[config.mk]
export PLATFORM = sky130hd
export DESIGN_NAME = dxt_block_decoder_unit_flat
export DESIGN_NICKNAME = d
export VERILOG_FILES = /design/src/rtl/core/dxtbd_pkg.sv /design/src/rtl/core/dxtbd_if.sv /design/src/rtl/core/dxtbd_front.sv /design/src/rtl/core/dxtbd_queue.sv /design/src/rtl/core/dxtbd_back.sv /design/src/rtl/core/dxt_block_decoder_unit.sv /design/src/flat_wrapper.sv
export SDC_FILE = /design/constraint.sdc
export NUM_CORES = 2
export LEC_CHECK = 0
export CORE_MARGIN = 2
export CORE_UTILIZATION = 30
export DETAILED_ROUTE_END_ITERATION = 8
export DONT_BUFFER_PORTS = 1
export PLACE_DENSITY = 0.57
export SYNTH_ARGS = -nofsm -noshare
export SYNTH_HDL_FRONTEND = slang
export SYNTH_HIERARCHICAL = 1
export SYNTH_SLANG_ARGS = --single-unit
[constraint.sdc]
create_clock -name clk -period 8.2 [get_ports clk]
set_input_delay 2.46 -clock clk [delete_from_list [all_inputs] [get_ports clk]]
set_output_delay 2.46 -clock clk [all_outputs]
set_load 0.01 [all_outputs]
[src/rtl/core/dxtbd_pkg.sv]
// ----------------------------------------------------------------------------
// dxtbd_pkg
// Shared types and codes of the DXT block decoder.
// ----------------------------------------------------------------------------
`default_nettype none

package dxtbd_pkg;

  localparam int unsigned BlockDim = 4;
  localparam int unsigned NumPix   = BlockDim * BlockDim;
  localparam int unsigned PixW     = $clog2(NumPix);

  typedef enum logic [1:0] {
    FMT_DXT1 = 2'd0,
    FMT_DXT3 = 2'd1,
    FMT_DXT5 = 2'd2,
    FMT_RSVD = 2'd3
  } fmt_t;

  typedef enum logic [1:0] {
    AM_TABLE    = 2'd0,
    AM_EXPLICIT = 2'd1,
    AM_RAMP     = 2'd2
  } amode_t;

  typedef struct packed {
    logic [7:0] r;
    logic [7:0] g;
    logic [7:0] b;
  } rgb_t;

  // One classified block as it waits between front and back.
  typedef struct packed {
    rgb_t [3:0]       pal;
    logic             three;
    amode_t           amode;
    logic [7:0][7:0]  ramp;
    logic [63:0]      ahalf;
    logic [15:0][1:0] cidx;
  } entry_t;

endpackage

`default_nettype wire

[src/rtl/core/dxtbd_if.sv]
// ----------------------------------------------------------------------------
// dxtbd_if
// Valid/ready channels of the DXT block decoder: block in, pixel out.
// ----------------------------------------------------------------------------
`default_nettype none

interface dxtbd_blk_if;
  logic        valid;
  logic        ready;
  logic [63:0] alpha_half;
  logic [63:0] color_half;

  modport source (output valid, output alpha_half, output color_half, input ready);
  modport sink   (input valid, input alpha_half, input color_half, output ready);
endinterface

interface dxtbd_pix_if;
  logic       valid;
  logic       ready;
  logic [7:0] red;
  logic [7:0] green;
  logic [7:0] blue;
  logic [7:0] alpha;
  logic [1:0] pixel_col;
  logic [1:0] pixel_row;
  logic       last_pixel;

  modport source (output valid, output red, output green, output blue, output alpha,
                  output pixel_col, output pixel_row, output last_pixel, input ready);
  modport sink   (input valid, input red, input green, input blue, input alpha,
                  input pixel_col, input pixel_row, input last_pixel, output ready);
endinterface

`default_nettype wire

[src/rtl/core/dxtbd_front.sv]
// ----------------------------------------------------------------------------
// dxtbd_front
// Takes a block, builds its colour palette and alpha ramp, hands it on.
// ----------------------------------------------------------------------------
`default_nettype none

module dxtbd_front
  import dxtbd_pkg::*;
(
  input  logic        clk,
  input  logic        rst_n,
  input  fmt_t        fmt,
  dxtbd_blk_if.sink   in_chan,
  output logic        ent_valid,
  output entry_t      ent,
  input  logic        ent_ready
);

  logic        blk_valid_r;
  logic [63:0] ah_r;
  logic [63:0] ch_r;

  function automatic rgb_t expand565(input logic [15:0] c);
    rgb_t e;
    e.r = {c[15:11], c[15:13]};
    e.g = {c[10:5], c[10:9]};
    e.b = {c[4:0], c[4:2]};
    return e;
  endfunction

  // floor(v/3) for v <= 765
  function automatic logic [7:0] div3(input logic [9:0] v);
    logic [19:0] p;
    p = 20'(v) * 20'd683;
    return p[18:11];
  endfunction

  // floor(v/7) for v <= 1788
  function automatic logic [7:0] div7(input logic [10:0] v);
    logic [22:0] p;
    p = 23'(v) * 23'd2341;
    return p[21:14];
  endfunction

  // floor(v/5) for v <= 1277
  function automatic logic [7:0] div5(input logic [10:0] v);
    logic [21:0] p;
    p = 22'(v) * 22'd1639;
    return p[20:13];
  endfunction

  function automatic logic [7:0] third(input logic [7:0] a, input logic [7:0] b);
    return div3(10'({a, 1'b0}) + 10'(b));
  endfunction

  function automatic logic [7:0] half(input logic [7:0] a, input logic [7:0] b);
    logic [8:0] s;
    s = 9'(a) + 9'(b);
    return s[8:1];
  endfunction

  always_ff @(posedge clk) begin
    if (!rst_n) begin
      blk_valid_r <= 1'b0;
    end else if (in_chan.valid && in_chan.ready) begin
      blk_valid_r <= 1'b1;
    end else if (ent_ready) begin
      blk_valid_r <= 1'b0;
    end
  end

  always_ff @(posedge clk) begin
    if (in_chan.valid && in_chan.ready) begin
      ah_r <= in_chan.alpha_half;
      ch_r <= in_chan.color_half;
    end
  end

  assign in_chan.ready = !blk_valid_r || ent_ready;
  assign ent_valid     = blk_valid_r;

  always_comb begin
    rgb_t       e0;
    rgb_t       e1;
    logic [7:0] a0;
    logic [7:0] a1;
    logic       four;
    e0 = expand565(ch_r[15:0]);
    e1 = expand565(ch_r[31:16]);
    a0 = ah_r[7:0];
    a1 = ah_r[15:8];

    unique case (fmt) inside
      FMT_DXT3: ent.amode = AM_EXPLICIT;
      FMT_DXT5: ent.amode = AM_RAMP;
      FMT_DXT1, FMT_RSVD: ent.amode = AM_TABLE;
      default: ent.amode = AM_TABLE;
    endcase

    four = (ch_r[15:0] > ch_r[31:16]) || (ent.amode != AM_TABLE);
    ent.three  = !four;
    ent.pal[0] = e0;
    ent.pal[1] = e1;
    if (four) begin
      ent.pal[2] = '{r: third(e0.r, e1.r), g: third(e0.g, e1.g), b: third(e0.b, e1.b)};
      ent.pal[3] = '{r: third(e1.r, e0.r), g: third(e1.g, e0.g), b: third(e1.b, e0.b)};
    end else begin
      ent.pal[2] = '{r: half(e0.r, e1.r), g: half(e0.g, e1.g), b: half(e0.b, e1.b)};
      ent.pal[3] = '0;
    end

    ent.ramp[0] = a0;
    ent.ramp[1] = a1;
    if (a0 > a1) begin
      for (int i = 0; i < 6; i++) begin
        ent.ramp[i + 2] = div7(11'(6 - i) * 11'(a0) + 11'(1 + i) * 11'(a1) + 11'd3);
      end
    end else begin
      for (int i = 0; i < 4; i++) begin
        ent.ramp[i + 2] = div5(11'(4 - i) * 11'(a0) + 11'(1 + i) * 11'(a1) + 11'd2);
      end
      ent.ramp[6] = 8'h00;
      ent.ramp[7] = 8'hFF;
    end

    ent.ahalf = ah_r;
    ent.cidx  = ch_r[63:32];
  end

endmodule

`default_nettype wire

[src/rtl/core/dxtbd_queue.sv]
// ----------------------------------------------------------------------------
// dxtbd_queue
// Short FIFO of classified blocks between front and back.
// ----------------------------------------------------------------------------
`default_nettype none

module dxtbd_queue
  import dxtbd_pkg::*;
#(
  parameter int unsigned DEPTH = 2
) (
  input  logic   clk,
  input  logic   rst_n,
  input  logic   push_valid,
  input  entry_t push_data,
  output logic   push_ready,
  output logic   pop_valid,
  output entry_t pop_data,
  input  logic   pop_ready
);

  localparam int unsigned PtrW = (DEPTH > 1) ? $clog2(DEPTH) : 1;
  localparam int unsigned CntW = $clog2(DEPTH + 1);

  entry_t            mem [DEPTH];
  logic [PtrW-1:0]   wr_ptr_r;
  logic [PtrW-1:0]   rd_ptr_r;
  logic [CntW-1:0]   cnt_r;
  logic              push;
  logic              pop;

  function automatic logic [PtrW-1:0] wrap_inc(input logic [PtrW-1:0] p);
    return (p == PtrW'(DEPTH - 1)) ? '0 : p + PtrW'(1);
  endfunction

  assign push_ready = (cnt_r != CntW'(DEPTH));
  assign pop_valid  = (cnt_r != '0);
  assign push       = push_valid && push_ready;
  assign pop        = pop_valid && pop_ready;
  assign pop_data   = mem[rd_ptr_r];

  always_ff @(posedge clk) begin
    if (!rst_n) begin
      wr_ptr_r <= '0;
      rd_ptr_r <= '0;
      cnt_r    <= '0;
    end else begin
      if (push) begin
        wr_ptr_r <= wrap_inc(wr_ptr_r);
      end
      if (pop) begin
        rd_ptr_r <= wrap_inc(rd_ptr_r);
      end
      if (push && !pop) begin
        cnt_r <= cnt_r + CntW'(1);
      end else if (pop && !push) begin
        cnt_r <= cnt_r - CntW'(1);
      end
    end
  end

  always_ff @(posedge clk) begin
    if (push) begin
      mem[wr_ptr_r] <= push_data;
    end
  end

endmodule

`default_nettype wire

[src/rtl/core/dxtbd_back.sv]
// ----------------------------------------------------------------------------
// dxtbd_back
// Walks the sixteen pixels of the head block into the output register.
// ----------------------------------------------------------------------------
`default_nettype none

module dxtbd_back
  import dxtbd_pkg::*;
(
  input  logic        clk,
  input  logic        rst_n,
  input  logic        ent_valid,
  input  entry_t      ent,
  output logic        ent_ready,
  dxtbd_pix_if.source out_chan
);

  logic [PixW-1:0]  cnt_r;
  logic             ov_r;
  rgb_t             rgb_r;
  logic [7:0]       alpha_r;
  logic [PixW-1:0]  pos_r;
  logic             last_r;

  logic             load;
  logic             last;
  logic [1:0]       sel;
  logic [15:0][3:0] nibs;
  logic [15:0][2:0] ridx;
  logic [3:0]       nib;
  logic [7:0]       alpha_nxt;

  assign load      = ent_valid && (!ov_r || out_chan.ready);
  assign last      = (cnt_r == PixW'(NumPix - 1));
  assign ent_ready = load && last;

  assign sel  = ent.cidx[cnt_r];
  assign nibs = ent.ahalf;
  assign ridx = ent.ahalf[63:16];
  assign nib  = nibs[cnt_r];

  always_comb begin
    case (ent.amode)
      AM_EXPLICIT: alpha_nxt = {nib, nib};
      AM_RAMP:     alpha_nxt = ent.ramp[ridx[cnt_r]];
      default:     alpha_nxt = (ent.three && (sel == 2'd3)) ? 8'h00 : 8'hFF;
    endcase
  end

  always_ff @(posedge clk) begin
    if (!rst_n) begin
      cnt_r <= '0;
      ov_r  <= 1'b0;
    end else if (load) begin
      cnt_r <= cnt_r + PixW'(1);
      ov_r  <= 1'b1;
    end else if (out_chan.ready) begin
      ov_r  <= 1'b0;
    end
  end

  always_ff @(posedge clk) begin
    if (load) begin
      rgb_r   <= ent.pal[sel];
      alpha_r <= alpha_nxt;
      pos_r   <= cnt_r;
      last_r  <= last;
    end
  end

  assign out_chan.valid      = ov_r;
  assign out_chan.red        = rgb_r.r;
  assign out_chan.green      = rgb_r.g;
  assign out_chan.blue       = rgb_r.b;
  assign out_chan.alpha      = alpha_r;
  assign out_chan.pixel_col  = pos_r[1:0];
  assign out_chan.pixel_row  = pos_r[3:2];
  assign out_chan.last_pixel = last_r;

endmodule

`default_nettype wire

[src/rtl/core/dxt_block_decoder_unit.sv]
// ----------------------------------------------------------------------------
// dxt_block_decoder_unit
// DXT1/DXT3/DXT5 4x4 block decoder with an APB format register.
// ----------------------------------------------------------------------------
// A block is taken as two 64-bit halves and comes out as sixteen RGBA8888
// pixels in row order, one per cycle while the output is ready, the
// sixteenth marked last. The pixel output carries one pixel a transfer. A
// new block is taken while the previous one is still being emitted: the
// front stage registers the block, builds its palette and alpha ramp from
// that register and parks it in a QUEUE_DEPTH-entry queue. The block passes
// the front register, the queue and the output register before its first
// pixel is valid. block_format (byte address 0) must only be written while
// no block is in flight.
// ----------------------------------------------------------------------------
`default_nettype none

module dxt_block_decoder_unit
  import dxtbd_pkg::*;
#(
  parameter int unsigned QUEUE_DEPTH = 2
) (
  input  logic         clk,
  input  logic         rst_n,
  input  logic         psel,
  input  logic         penable,
  input  logic         pwrite,
  input  logic [2:0]   paddr,
  input  logic [31:0]  pwdata,
  output logic [31:0]  prdata,
  output logic         pready,
  dxtbd_blk_if.sink    in_chan,
  dxtbd_pix_if.source  out_chan
);

  fmt_t   fmt_r;
  logic   f_valid;
  entry_t f_ent;
  logic   f_ready;
  logic   b_valid;
  entry_t b_ent;
  logic   b_ready;

  assign pready = 1'b1;
  assign prdata = paddr[2] ? 32'd0 : {30'd0, fmt_r};

  always_ff @(posedge clk) begin
    if (!rst_n) begin
      fmt_r <= FMT_DXT1;
    end else if (psel && penable && pwrite && pready && !paddr[2]) begin
      fmt_r <= fmt_t'(pwdata[1:0]);
    end
  end

  dxtbd_front u_front (
    .clk       (clk),
    .rst_n     (rst_n),
    .fmt       (fmt_r),
    .in_chan   (in_chan),
    .ent_valid (f_valid),
    .ent       (f_ent),
    .ent_ready (f_ready)
  );

  dxtbd_queue #(
    .DEPTH (QUEUE_DEPTH)
  ) u_queue (
    .clk        (clk),
    .rst_n      (rst_n),
    .push_valid (f_valid),
    .push_data  (f_ent),
    .push_ready (f_ready),
    .pop_valid  (b_valid),
    .pop_data   (b_ent),
    .pop_ready  (b_ready)
  );

  dxtbd_back u_back (
    .clk       (clk),
    .rst_n     (rst_n),
    .ent_valid (b_valid),
    .ent       (b_ent),
    .ent_ready (b_ready),
    .out_chan  (out_chan)
  );

`ifndef SYNTHESIS
  a_block_no_gap: assert property (@(posedge clk) disable iff (!rst_n)
    (out_chan.valid && out_chan.ready && !out_chan.last_pixel) |=> out_chan.valid)
    else $error("pixel stream of a block broke off");

  a_pixel_order: assert property (@(posedge clk) disable iff (!rst_n)
    (out_chan.valid && out_chan.ready && !out_chan.last_pixel) |=>
      ({out_chan.pixel_row, out_chan.pixel_col} ==
       $past({out_chan.pixel_row, out_chan.pixel_col}) + 4'd1))
    else $error("pixel position out of order");

  a_dxt1_alpha: assert property (@(posedge clk) disable iff (!rst_n)
    (out_chan.valid && fmt_r == FMT_DXT1) |->
      (out_chan.alpha == 8'h00 || out_chan.alpha == 8'hFF))
    else $error("DXT1 alpha not binary");

  a_dxt1_clear: assert property (@(posedge clk) disable iff (!rst_n)
    (out_chan.valid && fmt_r == FMT_DXT1 && out_chan.alpha == 8'h00) |->
      (out_chan.red == 8'h00 && out_chan.green == 8'h00 && out_chan.blue == 8'h00))
    else $error("DXT1 transparent pixel not black");
`endif

endmodule

`default_nettype wire

[src/flat_wrapper.sv]
// flat-port wrapper written by rule: the top's interface ports become plain ports
module dxt_block_decoder_unit_flat import dxtbd_pkg::*;
#(
  parameter int unsigned QUEUE_DEPTH = 2
)
  (clk, rst_n, psel, penable, pwrite, paddr, pwdata, prdata, pready, in_chan_valid, in_chan_alpha_half, in_chan_color_half, in_chan_ready, out_chan_valid, out_chan_red, out_chan_green, out_chan_blue, out_chan_alpha, out_chan_pixel_col, out_chan_pixel_row, out_chan_last_pixel, out_chan_ready);
  dxtbd_blk_if in_chan_i ();
  dxtbd_pix_if out_chan_i ();
  input  logic clk;
  input  logic rst_n;
  input  logic psel;
  input  logic penable;
  input  logic pwrite;
  input  logic [2:0] paddr;
  input  logic [31:0] pwdata;
  output logic [31:0] prdata;
  output logic pready;
  input wire logic [$bits(in_chan_i.valid)-1:0] in_chan_valid;
  input wire logic [$bits(in_chan_i.alpha_half)-1:0] in_chan_alpha_half;
  input wire logic [$bits(in_chan_i.color_half)-1:0] in_chan_color_half;
  output wire logic [$bits(in_chan_i.ready)-1:0] in_chan_ready;
  output wire logic [$bits(out_chan_i.valid)-1:0] out_chan_valid;
  output wire logic [$bits(out_chan_i.red)-1:0] out_chan_red;
  output wire logic [$bits(out_chan_i.green)-1:0] out_chan_green;
  output wire logic [$bits(out_chan_i.blue)-1:0] out_chan_blue;
  output wire logic [$bits(out_chan_i.alpha)-1:0] out_chan_alpha;
  output wire logic [$bits(out_chan_i.pixel_col)-1:0] out_chan_pixel_col;
  output wire logic [$bits(out_chan_i.pixel_row)-1:0] out_chan_pixel_row;
  output wire logic [$bits(out_chan_i.last_pixel)-1:0] out_chan_last_pixel;
  input wire logic [$bits(out_chan_i.ready)-1:0] out_chan_ready;
  assign in_chan_i.valid = in_chan_valid;
  assign in_chan_i.alpha_half = in_chan_alpha_half;
  assign in_chan_i.color_half = in_chan_color_half;
  assign in_chan_ready = in_chan_i.ready;
  assign out_chan_valid = out_chan_i.valid;
  assign out_chan_red = out_chan_i.red;
  assign out_chan_green = out_chan_i.green;
  assign out_chan_blue = out_chan_i.blue;
  assign out_chan_alpha = out_chan_i.alpha;
  assign out_chan_pixel_col = out_chan_i.pixel_col;
  assign out_chan_pixel_row = out_chan_i.pixel_row;
  assign out_chan_last_pixel = out_chan_i.last_pixel;
  assign out_chan_i.ready = out_chan_ready;
  dxt_block_decoder_unit #(.QUEUE_DEPTH(QUEUE_DEPTH)) u_core (.clk(clk), .rst_n(rst_n), .psel(psel), .penable(penable), .pwrite(pwrite), .paddr(paddr), .pwdata(pwdata), .prdata(prdata), .pready(pready), .in_chan(in_chan_i), .out_chan(out_chan_i));
endmodule
-- After elaboration in Yosys (flattened, before gate mapping)
Memories as Yosys holds them, arrays and structs flattened. A register that Yosys moved wholly into a read port is not among the register bits.
Cells that the tools add are included.
- memories: 1
- logic and storage cells: 137
- memory bits (writable): 518
- flip-flop bits (word level): 177
- input port bits: 170
- reduce and logical (&&, ||, !) cells: 25
- magnitude comparators: 5
- muxes and demuxes: 28
- $add $sub $neg: 34
- multipliers: 22
- equality and inequality tests: 7
- memories (name ; depth ; bits a word ; read ports ; clocked after Yosys merged registers in ; write ports ; line ; text):
    u_core.u_queue.mem ; 2 ; 259 ; 1 ; 1 ; 1 ; dxtbd_queue.sv:25 ; entry_t mem [DEPTH];
- operator list (cell ; count):
    $mul 11x12->22 const B ; 6
    $mul 10x10->19 const B ; 6
    $add 11x2->11 const B ; 10
    $mux 48 ; 2
    $mul 11x11->21 const B ; 4
    $add 9x8->10 ; 6
    $bmux 24 s2 ; 1
    $mul 2x8->10 const A ; 4
    $add 8x8->9 ; 3
    $bmux 8 s3 ; 1
    $mux 24 ; 1
    $add 10x10->11 ; 2
    $mul 3x8->11 const A ; 2
    $bmux 4 s4 ; 1
    $gt 16x16->1 ; 1
    $mux 8 ; 2
    $pmux 8 s2 ; 1
    $bmux 3 s4 ; 1
    $add 10x8->11 ; 1
    $add 10x9->11 ; 1
    $add 11x8->11 ; 1
    $add 11x9->11 ; 1
    $add 8x10->11 ; 1
    $add 8x11->11 ; 1
    24 further kinds ; 61

-- Logic depth before layout (Yosys ltp)
- word-level depth: 8
- mapped depth: 33
- mapped depth without buffers: 33

-- Hierarchy
The synthesis kept the hierarchy.
- by module, submodules not included (module ; area an instance (um^2) ; seq. area each (um^2) ; times used ; cells each):
    dxtbd_front ; 38251.7 ; 3863.7 ; 1 ; 3812
    dxtbd_queue ; 19774.0 ; 15655.0 ; 1 ; 830
    dxtbd_back ; 3903.7 ; 1211.2 ; 1 ; 279
    dxt_block_decoder_unit ; 346.6 ; 40.0 ; 1 ; 44

-- Least setup slack after synthesis
No wires, ideal clock.
- path type: flip-flop to flip-flop
- start: register u_core.u_front.ah_r[0]
- end: memory u_core/u_queue/mem[0][126] in the netlist's numbering (data pin)
- cell stages (with the launch flop): 31
- setup time: 282 ps
- setup slack: 301 ps
- data arrival time: 7617 ps
- buffers on the path: 0
- required time: 7918 ps
- clock period less this slack: 7899 ps
- path through: edfxtp_1 > inv_1 > ha_1 > inv_1 > ha_1 > inv_1 > ha_1 > inv_1 > fa_1 > nor2b_1 > o21ai_0 > a21boi_0 > nor2_1 > ha_1 > inv_1 > fa_1 > inv_1 > fa_1 > inv_1 > fa_1 > fa_1 > inv_1 > ha_1 > o21a_1 > o211ai_1 > o22ai_1 > o41a_1 > a2111o_1 > a21oi_1 > xor2_1 > mux2i_1
- RTL lines (what ; line ; text):
    start, declared ; dxtbd_front.sv:20 ; logic [63:0] ah_r;
    start signal, assigned ; dxtbd_front.sv:74 ; ah_r <= in_chan.alpha_half;
    end, declared ; dxtbd_queue.sv:25 ;

==> results.sh <==
export IMPL_crit_buf_inv=3
export IMPL_layout_commonest_cell="ha_1"
export IMPL_worst_pin_slew_ns=1.08
export IMPL_num_vias=37118
export IMPL_rr_worst_depth=30
export IMPL_yosysTopAreaCell="edfxtp_1"
export IMPL_stdcell_area_sq_um=68300
export IMPL_grt_usage_pct=13.7
export IMPL_path_class="flop to flop"
export IMPL_grt_max_degree=83
export IMPL_synth_edf_count=683
export IMPL_synth_area_per_cell_sq_um=12.5
export IMPL_final_nets=6796
export IMPL_fin_util_pct=33.1
export IMPL_rows=167
export IMPL_die_h_microns=460
export IMPL_worstPathArrival_ns=8.26
export IMPL_numCtsBuffers=80
export IMPL_fin_cells=7818
export IMPL_via_per_inst=4.75
export IMPL_netlist_area_sq_um=62300
export IMPL_dp_cells=7665
export IMPL_grt_overflow_total=0
export IMPL_coreArea_sq_um=207000
export IMPL_min_from="u_core/u_front/ch_r[61]"
export IMPL_die_x_microns=460
export IMPL_hold_path_end="u_core/u_queue/mem[1][29]"
export IMPL_die_area_sq_um=211000
export IMPL_cp_data_required_time_ns=8.55
export IMPL_r2r_start="u_core/u_front/ah_r[8]"
export IMPL_synthCells=4965
export IMPL_startpoint="u_core/u_front/ah_r[8]"
export IMPL_worstSetupEndpointType="flop"
export IMPL_clock_latency_ns=0.72
export IMPL_synth_area_top_cells="edfxtp_1, ha_1, fa_1"
export IMPL_start_kind="flop"
export IMPL_ant_nets=0
export IMPL_cp_common_cell="ha_1"
export IMPL_gp_congestion=0.863
export IMPL_setup_viol=0
export IMPL_worstHoldPathCells=0
export IMPL_path_max_fanout=4
export IMPL_slew_violations=0
export IMPL_avgRoutedWirePerCell_microns=18.4
export IMPL_holdWs_ns=0.443
export IMPL_io_buffer_count=0
export IMPL_yosysWarnings=6
export IMPL_final_setup_skew_ns=0.0621
export IMPL_layout_common_cells="ha_1, inv_1, edfxtp_1, fa_1, xnor2_1"
export IMPL_hp_class="flop to flop"
export IMPL_initial_core_util_pct=30.1
export IMPL_dp_hpwl_microns=113000
export IMPL_grt_pass1_vias=39243
export IMPL_outcome="finished, final reports clean"
export IMPL_antenna_found_initial=28
export IMPL_fmax_mhz=126
export IMPL_critical_path_top_delay_family="adder cells"
export IMPL_maxCapViolations=0
export IMPL_clock_sinks=696
export IMPL_critPathMaxStageDelay_ns=0.49
export IMPL_place_area_sq_um=65600
export IMPL_crit_slowest_cell="fa_1"
export IMPL_synth_seq_area_share_pct=33.4
export IMPL_hold_viol=0
export IMPL_wl_microns=144000
export IMPL_drc=0
export IMPL_drt_iter0_markers=1786
export IMPL_grt_pass1_wl_microns=224000
export IMPL_cts_tree="done"
export IMPL_ios=242
export IMPL_drive_gt1_share_pct=11.7
export IMPL_first_pass_iters=5
export IMPL_yosys_cell_types_count=94
export IMPL_area_growth_syn_to_layout_pct=9.69
export IMPL_max_slew_margin_pct=27.9
export IMPL_synth_top_area_share_pct=32.9
export IMPL_clockRootBuffer="clkbuf_16"
export IMPL_synth_seq_cells=696
export IMPL_ctsHtreeMaxLevel=3
export IMPL_cts_clk_slew_worst_paths_ns=0.06
export IMPL_ys_flop_type="edfxtp_1"
export IMPL_nFillCells=20295
export IMPL_ff2ff_setup_slack_ns=0.29
export IMPL_fin_crit_sh_pct=96.5
export IMPL_ys_async_sr_fraction_pct=0
export IMPL_timing_rr_end="u_core/u_queue/mem[1][133]"
export IMPL_clock_path_buffers=3
export IMPL_min_period_ns=7.91
==> registers in the layout, summed over array words and instances, names as in the netlist, named ones only <==
name	count
u_core/u_back/pos_r	4
u_core/u_back/out_chan.red	8
u_core/u_queue/cnt_r	2
u_core/u_back/out_chan.green	8
u_core/u_queue/wr_ptr_r	1
u_core/u_back/out_chan.alpha	8
u_core/u_back/out_chan.last_pixel	1
u_core/u_queue/rd_ptr_r	1
u_core/u_front/ah_r	64
u_core/fmt_r	2
u_core/u_front/ent_valid	1
u_core/u_back/out_chan.valid	1
u_core/u_queue/mem	518
u_core/u_back/out_chan.blue	8
u_core/u_back/cnt_r	4
u_core/u_front/ch_r	64
==> how the worst max path moves through the flow <==
stage                                            end  cells after the start
after floorplan           u_core/u_queue/mem[0][126]                     30
after global placement    u_core/u_queue/mem[0][159]                     29
after detailed placement  u_core/u_queue/mem[0][159]                     29
after CTS                 u_core/u_queue/mem[1][159]                     29
after global routing      u_core/u_queue/mem[1][126]                     29
final                     u_core/u_queue/mem[1][133]                     30
==> Yosys cell counts, types with 13 or more instances <==
cell	n
fa_1	385
nor3_1	54
mux2_4	202
or3_1	30
o31ai_1	15
dfxtp_1	13
o211ai_1	15
nand2_1	111
buf_2	14
o21a_1	33
and3_1	21
o21ai_0	105
a211oi_1	22
mux2_2	60
a21oi_1	181
mux4_2	51
o21bai_1	57
xnor2_1	208
nor2b_1	33
clkbuf_1	17
ha_1	1194
nand2b_1	34
inv_1	699
edfxtp_1	683
buf_4	65
xor2_1	78
nand3_1	40
nand4_1	22
a21o_1	60
a31oi_1	16
nor2_1	144
and2_1	24
mux2i_1	52
buf_6	29
==> worst reg2reg max path: cells and delay by family (launching register included) <==
family | cells | cell delay, ns
AO/OA/AOI/OAI | 10 | 1.95
XOR/XNOR | 2 | 0.71
adder cells (fa/ha/maj) | 9 | 3.27
buffers and inverters | 3 | 0.31
flip-flops | 1 | 0.42
AND/OR/NAND/NOR | 6 | 0.87
==> layout make-up <==
cell class | instances | area (sq um) | area share [%]
Clock inverter | 52 | 554 | 0.811
Multi-Input combinational cell | 3466 | 38100 | 55.8
Clock buffer | 93 | 2050 | 3.00
Sequential cell | 696 | 20800 | 30.4
Inverter | 700 | 2640 | 3.86
Tap cell | 2704 | 3380 | 4.95
Timing Repair Buffer | 103 | 811 | 1.19
Antenna cell | 4 | 10.0 | 0.0147
==> cell families after synthesis <==
logic type	after synthesis	synth area share [%]
xor gates and xnor gates	287	4.06
DFF	696	33.4
buffers and inverters	832	5.85
other	2	0.0121
and+or+nand+nor	572	4.69
muxes	376	9.10
AOI/OAI and AO/OA	621	6.57
adders and majority gates	1579	36.4
==> per-stage QoR <==
step	setup slack [ns]	TNS, ns
after detailed placement	0.101	0
after floorplan	0.301	0
final	0.286	0
after global routing	-0.0777	-0.396
after CTS	0.0302	0
after global placement	0.169	0
==> repair_timing <==
| action | CTS | global route |
|---|---|---|
| setup endpoints to repair | 0 | 26 |
| hold buffers | 0 | 0 |
| setup buffers | 0 | 4 |
| gates resized for setup | 0 | 25 |
==> metal layers <==
| metal | global-route usage, % | vias up | part of all wire (%) | routed length [microns] |
|---|---|---|---|---|
| met5 | 0 | - | 0.086 | 124 |
| met4 | 3.20 | 22 | 2.0 | 2920 |
| met3 | 1.94 | 178 | 3.9 | 5630 |
| met2 | 23.8 | 575 | 49 | 70500 |
| met1 | 17.8 | 18475 | 45 | 65000 |
| li1 | - | 17868 | - | - |
Power is left out: the tool's default activity adds up to more than one toggle a clock period on the data nets, which glitch-free logic cannot reach.
